<file path="config.mk">
export PLATFORM = sky130hd
export DESIGN_NAME = tdpt_rem
export DESIGN_NICKNAME = d
export VERILOG_FILES = /design/src/rtl/tdpt_pkg.sv /design/src/rtl/tdpt_rem.sv
export SDC_FILE = /design/constraint.sdc
export NUM_CORES = 1
export LEC_CHECK = 0
export BUFFER_PORTS_ARGS = -buffer_cell sky130_fd_sc_hd__buf_4
export CORE_MARGIN = 2
export CORE_UTILIZATION = 40
export CTS_CLUSTER_DIAMETER = 30
export DETAILED_ROUTE_END_ITERATION = 10
export PLACE_DENSITY = 0.68
export SLEW_MARGIN = 20
export SYNTH_ARGS = -nofsm -noshare
export SYNTH_HDL_FRONTEND = slang
export SYNTH_SLANG_ARGS = --single-unit
export TNS_END_PERCENT = 100
</file>
<file path="constraint.sdc">
create_clock -name clk -period 2.6 [get_ports clk]
set_input_delay 0.26 -clock clk [delete_from_list [all_inputs] [get_ports clk]]
set_output_delay 0.26 -clock clk [all_outputs]
set_load 0.1 [all_outputs]
</file>
<file path="src/rtl/tdpt_pkg.sv">
`timescale 1ns / 1ps

package tdpt_pkg;

    localparam int NUMBER_WIDTH = 32;
    // Trial divisors never exceed sqrt(2^(NUMBER_WIDTH-1)) + 1.
    localparam int DIV_WIDTH    = NUMBER_WIDTH / 2 + 1;
    localparam int CNT_WIDTH    = $clog2(NUMBER_WIDTH + 1);

    typedef enum logic [1:0] {
        ST_IDLE,
        ST_CHECK,
        ST_DIV,
        ST_DONE
    } state_t;

    typedef struct packed {
        logic start;
    } rem_ctl_t;

    typedef struct packed {
        logic busy;
        logic done;
        logic zero;
    } rem_sts_t;

endpackage

</file>
<file path="src/rtl/tdpt_rem.sv">
`timescale 1ns / 1ps

// Bit-serial restoring remainder: one dividend bit per cycle, MSB first.
module tdpt_rem
    import tdpt_pkg::*;
(
    input  logic                    clk,
    input  logic                    rst_n,
    input  rem_ctl_t                ctl,
    input  logic [NUMBER_WIDTH-1:0] dividend,
    input  logic [DIV_WIDTH-1:0]    divisor,
    output rem_sts_t                sts
);

    logic                    busy_reg, busy_next;
    logic                    done_reg, done_next;
    logic [CNT_WIDTH-1:0]    cnt_reg, cnt_next;
    logic [NUMBER_WIDTH-1:0] num_reg, num_next;
    logic [DIV_WIDTH-1:0]    rem_reg, rem_next;

    logic [DIV_WIDTH:0]      trial;
    logic [DIV_WIDTH:0]      diff;
    logic                    ge;

    assign trial = {rem_reg, num_reg[NUMBER_WIDTH-1]};
    assign diff  = trial - {1'b0, divisor};
    assign ge    = trial >= {1'b0, divisor};

    always_comb
    begin
        busy_next = busy_reg;
        done_next = 1'b0;
        cnt_next  = cnt_reg;
        num_next  = num_reg;
        rem_next  = rem_reg;
        if (ctl.start)
        begin
            busy_next = 1'b1;
            cnt_next  = CNT_WIDTH'(NUMBER_WIDTH);
            num_next  = dividend;
            rem_next  = '0;
        end
        else if (busy_reg)
        begin
            // partial remainder stays below divisor, so DIV_WIDTH bits hold it
            rem_next = ge ? diff[DIV_WIDTH-1:0] : trial[DIV_WIDTH-1:0];
            num_next = {num_reg[NUMBER_WIDTH-2:0], 1'b0};
            cnt_next = cnt_reg - CNT_WIDTH'(1);
            if (cnt_reg == CNT_WIDTH'(1))
            begin
                busy_next = 1'b0;
                done_next = 1'b1;
            end
        end
    end

    always_ff @(posedge clk or negedge rst_n)
    begin
        if (!rst_n)
        begin
            busy_reg <= 1'b0;
            done_reg <= 1'b0;
            cnt_reg  <= '0;
        end
        else
        begin
            busy_reg <= busy_next;
            done_reg <= done_next;
            cnt_reg  <= cnt_next;
        end
    end

    always_ff @(posedge clk)
    begin
        num_reg <= num_next;
        rem_reg <= rem_next;
    end

    assign sts.busy = busy_reg;
    assign sts.done = done_reg;
    assign sts.zero = (rem_reg == '0);

endmodule

</file>
==> impl_metrics.env, run 1 <==
export IMPL_outcome="finished with violations"
export IMPL_failing_checks="negative setup slack"
export IMPL_place_ws_ns=-0.107
export IMPL_final_setup_viol_count=3
export IMPL_floorplan_core_area_um2=8640
export IMPL_layout_cell_area_non_filler_um2=4610
export IMPL_critPathLaunchType="flop"
export IMPL_kind_of_path_behind_the_tightest_hold_check="input pin to flop"
export IMPL_clock_fmax_mhz=380
export IMPL_vias=2749
export IMPL_grtUsageMet1_pct=23.6
export IMPL_power_internal_mw=3.08
export IMPL_area_overhead_of_the_layout_relative_to_synthesis_pct=30.1
export IMPL_timing_worst_setup_path_type="flop to flop"
export IMPL_hold_end="num_reg[0]"
export IMPL_power_density_nw_per_um2=1100
export IMPL_post_drt_wl_per_cell_um=15.3
export IMPL_share_clk_of_total_power_pct=17.6
export IMPL_worst_r2r_setup_slack_ns=-0.03
export IMPL_rows=34
export IMPL_max_slew_margin_pct=63.7
export IMPL_fin_nets=479
export IMPL_top_usage_layer="met2"
export IMPL_leakagePower_nw=2.02
export IMPL_die_w_um=98.1
export IMPL_finalPower_mw=5.06
export IMPL_synth_ff_type="edfxtp_1"
export IMPL_switching_share_pct=39.0
export IMPL_detail_route_vias_per_cell=5.29
export IMPL_postSynthNetCount=399
export IMPL_finish_utilization_pct=53.3
export IMPL_crit_path_max_fanout=5
export IMPL_regToRegStartpoint="num_reg[31]"
export IMPL_postPlaceCellArea_um2=4150
export IMPL_layout_cells_most_common_list="78 x buf_4, 33 x mux2_2, 32 x edfxtp_1"
export IMPL_rsz0062_at_grt="yes"
export IMPL_crit_path_end_kind="flop"
export IMPL_worst_ir_drop_vdd_mv=0.751
export IMPL_start_util_pct=41.0
export IMPL_syn_inst=327
export IMPL_first_global_vias=2737
export IMPL_drt_first_iter_violations=136
export IMPL_reg2reg_depth=11
export IMPL_io_pins=55
export IMPL_clock_slew_at_the_register_clock_pins_of_the_worst_setup_and_hold_paths_ns=0.07
export IMPL_finalHoldViolCount=0
export IMPL_largest_reg_flops=32
export IMPL_cts_tree="done"
export IMPL_synth_edf_count=32
export IMPL_final_setup_worst_slack_ns=-0.0302
export IMPL_place_hpwl_mm=5.70
export IMPL_cts_sinks=57
export IMPL_global_route_usage_over_all_layers_pct=16.5
export IMPL_global_route_overflow_total=0
export IMPL_final_period_utilization_pct=101
export IMPL_pwr_share_seq_pct=26.9
export IMPL_firstDrtPassIters=4
export IMPL_critPathArrivalTime_ns=2.88
export IMPL_grt_max_degree=39
export IMPL_drive_gt1_share_pct=37.4
export IMPL_num_antenna_cells=0
export IMPL_fp_dieArea_um2=9620
export IMPL_slew_at_the_pin_closest_to_its_max_slew_limit_ns=0.537
export IMPL_clk_insertion_delay_late_ns=0.32
export IMPL_ys_types=55
export IMPL_ant_nets=0
export IMPL_regArea_um2=1500
export IMPL_bufs_on_longest_clock_path=2
export IMPL_clock_skew_ns=0.0119
export IMPL_detail_route_drc_violations=0
export IMPL_warnings_synthesis=0
export IMPL_yosysSeqAreaShare_pct=42.4
export IMPL_cts_root_buffer_cell="clkbuf_8"
export IMPL_synth_avg_cell_area_um2=10.8
export IMPL_cap_violations=0
export IMPL_worst_endpoint_required_ns=2.85
export IMPL_power_frac_comb_pct=55.5
export IMPL_layout_commonest_cell="buf_4"
export IMPL_holdCritStartpoint="dividend[0]"
export IMPL_htreeDepth=3
export IMPL_routed_wl_mm=7.98
export IMPL_fill_cells=765
export IMPL_grtUsageMet3_pct=3.22
export IMPL_yosys_register_bits=57
export IMPL_multi_input_area_um2=1950
export IMPL_die_height_um=98.1
export IMPL_netSwitchingPower_mw=1.97
export IMPL_grt_met2_usage_pct=24.9
export IMPL_io_buffers=54
export IMPL_first_pass_grt_wire_length_mm=12.9
export IMPL_cts_buffers_inserted=9
export IMPL_number_of_antenna_violations_at_the_first_check_in_global_routing=0
export IMPL_gp_congestion=0.847
export IMPL_post_synth_instance_area_um2=3540
export IMPL_finalWorstPathRequiredPeriod_ns=2.63
export IMPL_drv_slew=0
export IMPL_ys_async_sr_fraction_pct=14.0
export IMPL_crit_reg2reg_capture="rem_reg[0]"
export IMPL_hold_path_cell_count=2
[what timing repair did]
item	4_1_cts	5_1_grt
hold buffers	1	0
cloned	1	1
setup buffers	2	6
gates resized for setup	5	16
pin swaps	4	12
hold endpoints to repair	8	0
endpoints found under the setup margin	10	16
[cell type report]
| type | instances | area share [%] |
|---|---|---|
| multi-input cells | 231 | 42.4 |
| flip-flops and latches | 57 | 32.6 |
| repair buffers | 85 | 15.6 |
| well taps | 108 | 2.93 |
| clock buffers | 10 | 2.77 |
| inverters | 23 | 1.87 |
| clock inverters | 6 | 1.79 |
[stage by stage]
step	instances	setup TNS, ns	hold WS, ns
2_1_floorplan	327	0	-0.0356
3_3_place_gp	493	0	0.0835
3_5_place_dp	493	-0.586	0.0823
4_1_cts	513	0	0.214
5_1_grt	520	-1.20	0.220
6_report	520	-0.0548	0.232
[layer usage]
metal,vias up,part of all wire (%)
met5,-,0
met4,0,2.2
met2,65,46
met3,12,4.0
li1,1375,-
met1,1297,47
[how the worst max path moves through the flow]
stage	startpoint	endpoint	slack, ns
after floorplan	num_reg[31]	rem_reg[13]	0.03
after global placement	num_reg[31]	rem_reg[1]	0.05
after detailed placement	num_reg[31]	rem_reg[6]	-0.11
after CTS	num_reg[31]	rem_reg[7]	0.007
after global routing	num_reg[31]	rem_reg[5]	-0.12
final	num_reg[31]	rem_reg[0]	-0.03
[cell families (layout without fill, tap and decap cells)]
logic type      Yosys count  after routing  synth area share [%]
buf+inv                  39            124                  5.30
xor+xnor                 14             14                  3.46
simple gates             85             85                  13.5
fa+ha+maj                20             20                  7.28
flops                    57             57                  42.4
compound gates           68             68                  14.5
mux                      44             44                  13.6
[Yosys cell counts, drive strengths merged, types with 6 or more instances]
| master | count | area [µm²] |
|---|---|---|
| a21oi | 14 | 70.1 |
| clkbuf | 6 | 22.5 |
| dfxtp | 17 | 340 |
| inv | 23 | 86.3 |
| a211oi | 11 | 87.6 |
| buf | 10 | 78.8 |
| dfrtp | 8 | 200 |
| ha | 19 | 238 |
| edfxtp | 32 | 961 |
| nor4 | 6 | 37.5 |
| mux2i | 11 | 110 |
| xnor2 | 9 | 78.8 |
| nor3 | 9 | 45.0 |
| nor2 | 27 | 101 |
| mux2 | 33 | 372 |
| o21ai | 11 | 66.3 |
| nand2 | 14 | 55.1 |
[power groups by stage]
stage	clock network, mW	logic (mW)	registers [mW]
global placement	0	2.31	1.36
floorplan	0	1.76	1.33
CTS	0.912	2.52	1.35
detailed placement	0	2.33	1.37
global route	0.954	3.04	1.39
finish	0.890	2.81	1.36
[critical path, stage by stage, from the launching register on]
cell	delay, ns
edfxtp_1	0.39
inv_2	0.09
ha_4	0.13
inv_2	0.04
fa_2	0.38
a21o_1	0.19
a221oi_2	0.35
o22a_4	0.23
o21ai_4	0.11
buf_4	0.17
mux2_2	0.28
a211oi_2	0.20
No activity file was read; power rests on OpenSTA's default activity.
==> run 2: changes to the inputs <==
- CORE_UTILIZATION: 40 -> 45
- PLACE_DENSITY: 0.68 -> 0.74
- REMOVE_ABC_BUFFERS: default -> 1
- SLEW_MARGIN: 20 -> 10
==> run 2 against run 1 <==
Compared with the run above: the flow now finishes without violations; cell count down 1.9%; final area down 4.6%; critical path type unchanged; die area decreased by 11%; clock skew fell by 0.0010 ns; via count increased by 0.76%; combinational power shrank 12%; sequential power barely moved; first-iteration DRC count rose by 1.5%.
==> impl_metrics.env, run 2 (synthesis gave the netlist of run 1 again) <==
export IMPL_place_hpwl_mm=5.66
export IMPL_ant_nets=0
export IMPL_first_global_vias=2775
export IMPL_drt_first_iter_violations=138
export IMPL_clock_skew_ns=0.0109
export IMPL_layout_cells_most_common_list="77 x buf_4, 32 x mux2_2, 32 x edfxtp_1"
export IMPL_layout_cell_area_non_filler_um2=4400
export IMPL_worst_endpoint_required_ns=2.86
export IMPL_critPathLaunchType="flop"
export IMPL_power_frac_comb_pct=54.5
export IMPL_met1_length_mm=3.60
export IMPL_power_density_nw_per_um2=1030
export IMPL_crit_path_end_kind="flop"
export IMPL_critical_path_max_stage_delay_ns=0.48
export IMPL_die_height_um=92.7
export IMPL_outcome="completed"
export IMPL_crit_path_max_fanout=7
export IMPL_io_buffers=54
export IMPL_gp_congestion=0.849
export IMPL_hold_worst_slack_ns=0.216
export IMPL_rsz0062_at_grt="yes"
export IMPL_power_internal_mw=2.62
export IMPL_first_pass_grt_wire_length_mm=12.8
export IMPL_share_clk_of_total_power_pct=15.6
export IMPL_pwr_share_seq_pct=30.0
export IMPL_finish_utilization_pct=57.2
export IMPL_post_drt_wl_per_cell_um=15.4
export IMPL_global_route_overflow_total=0
export IMPL_final_period_utilization_pct=96.3
export IMPL_bufs_on_longest_clock_path=2
export IMPL_finalHoldViolCount=0
export IMPL_cap_violations=0
export IMPL_cts_tree="done"
export IMPL_floorplan_core_area_um2=7690
export IMPL_clock_fmax_mhz=399
export IMPL_io_pins=55
export IMPL_die_w_um=92.7
export IMPL_switching_share_pct=42.0
export IMPL_leakagePower_nw=1.93
export IMPL_cp_cell_sequence="ha_1, buf_4, a21oi_1, o21ai_0, a221oi_2, o21ai_4, mux2_4, a211oi_2"
export IMPL_htreeDepth=3
export IMPL_clk_insertion_delay_late_ns=0.33
export IMPL_detail_route_vias_per_cell=5.43
export IMPL_worst_r2r_setup_slack_ns=0.1
export IMPL_timing_worst_setup_path_type="flop to flop"
export IMPL_fp_dieArea_um2=8590
export IMPL_global_route_usage_over_all_layers_pct=18.6
export IMPL_number_of_antenna_violations_at_the_first_check_in_global_routing=0
export IMPL_start_util_pct=46.1
export IMPL_fill_cells=689
export IMPL_postPlaceCellArea_um2=4170
export IMPL_final_setup_viol_count=0
export IMPL_totalNegativeSetupSlack_ns=0
export IMPL_clock_slew_at_the_register_clock_pins_of_the_worst_setup_and_hold_paths_ns=0.07
export IMPL_cp_top_family="compound AO/OA/AOI/OAI gates"
export IMPL_kind_of_path_behind_the_tightest_hold_check="input pin to flop"
export IMPL_wl_met3_um=454
export IMPL_critical_path_slowest_cell="a221oi_2"
export IMPL_layout_commonest_cell="buf_4"
export IMPL_netSwitchingPower_mw=1.90
export IMPL_worst_ir_drop_vdd_mv=0.480
export IMPL_drv_slew=0
export IMPL_final_setup_worst_slack_ns=0.0954
export IMPL_finalPower_mw=4.52
export IMPL_num_antenna_cells=0
export IMPL_routed_top_layer="met4"
export IMPL_slew_at_the_pin_closest_to_its_max_slew_limit_ns=0.559
export IMPL_dr_wl_met2_mm=3.68
export IMPL_finalNonFillerCells=510
export IMPL_cts_sinks=57
export IMPL_routed_wl_mm=7.88
export IMPL_cts_root_buffer_cell="clkbuf_8"
export IMPL_critPathArrivalTime_ns=2.76
export IMPL_place_ws_ns=0.00766
export IMPL_largest_reg_flops=32
export IMPL_rows=32
export IMPL_detail_route_drc_violations=0
export IMPL_drive_gt1_share_pct=35.3
export IMPL_fin_nets=475
export IMPL_firstDrtPassIters=4
export IMPL_grt_max_degree=35
export IMPL_cts_buffers_inserted=9
export IMPL_max_slew_margin_pct=62.2
export IMPL_vias=2770
export IMPL_area_overhead_of_the_layout_relative_to_synthesis_pct=24.1
export IMPL_cp_num_buf_inv=1
export IMPL_finalWorstPathRequiredPeriod_ns=2.50
export IMPL_numPlacedInstances=491
[run 2: changes by cell type in the layout (fill, tap and decap cells not counted), sizes merged]
cell	change
buf	-3
o21ai	+1
clkinvlp	+1
bufbuf	-1
clkinv	+1
clkbuf	-1
bufinv	-2
[run 2: final timing paths]
kind / startpoint / endpoint / cells past startpoint
worst max-delay path: rem_reg[10] / rem_reg[0] / 8
worst min-delay path: dividend[0] / num_reg[0] / 2
worst max register to register: rem_reg[10] / rem_reg[0] / 8
worst min register to register: rem_reg[2] / rem_reg[2] / 2
max in group asynchronous: rst_n / cnt_reg[1] / 2
min in group asynchronous: rst_n / cnt_reg[0] / 2
[run 2: power groups by stage]
stage	Sequential (mW)	Combinational (mW)	Clock, mW
2_1_floorplan	1.35	1.44	0
3_3_place_gp	1.36	2.32	0
3_5_place_dp	1.37	2.36	0
4_1_cts	1.35	2.38	0.722
5_1_grt	1.38	2.67	0.766
6_report	1.35	2.46	0.703
[run 2: per-layer routing]
layer	vias up	track usage, %
li1	1362	-
met4	0	7.23
met5	-	0
met3	15	5.04
met2	84	29.4
met1	1309	24.4
[run 2: final cells by class]
class | instances | area, µm² | share of cell area [%]
Tap cell | 102 | 128 | 2.90
Sequential cell | 57 | 1500 | 34.2
Clock buffer | 10 | 128 | 2.90
Clock inverter | 6 | 35.0 | 0.797
Timing Repair Buffer | 80 | 619 | 14.1
Multi-Input combinational cell | 232 | 1900 | 43.2
Inverter | 23 | 86.3 | 1.96
[run 2: repair_timing]
item | in CTS | in global routing
endpoints found under the setup margin | 1 | 16
buffers inserted | 0 | 1
resized for setup | 0 | 11
cloned | 0 | 1
pin swaps | 1 | 13
hold buffers | 1 | 0
endpoints found under the hold margin | 8 | 0
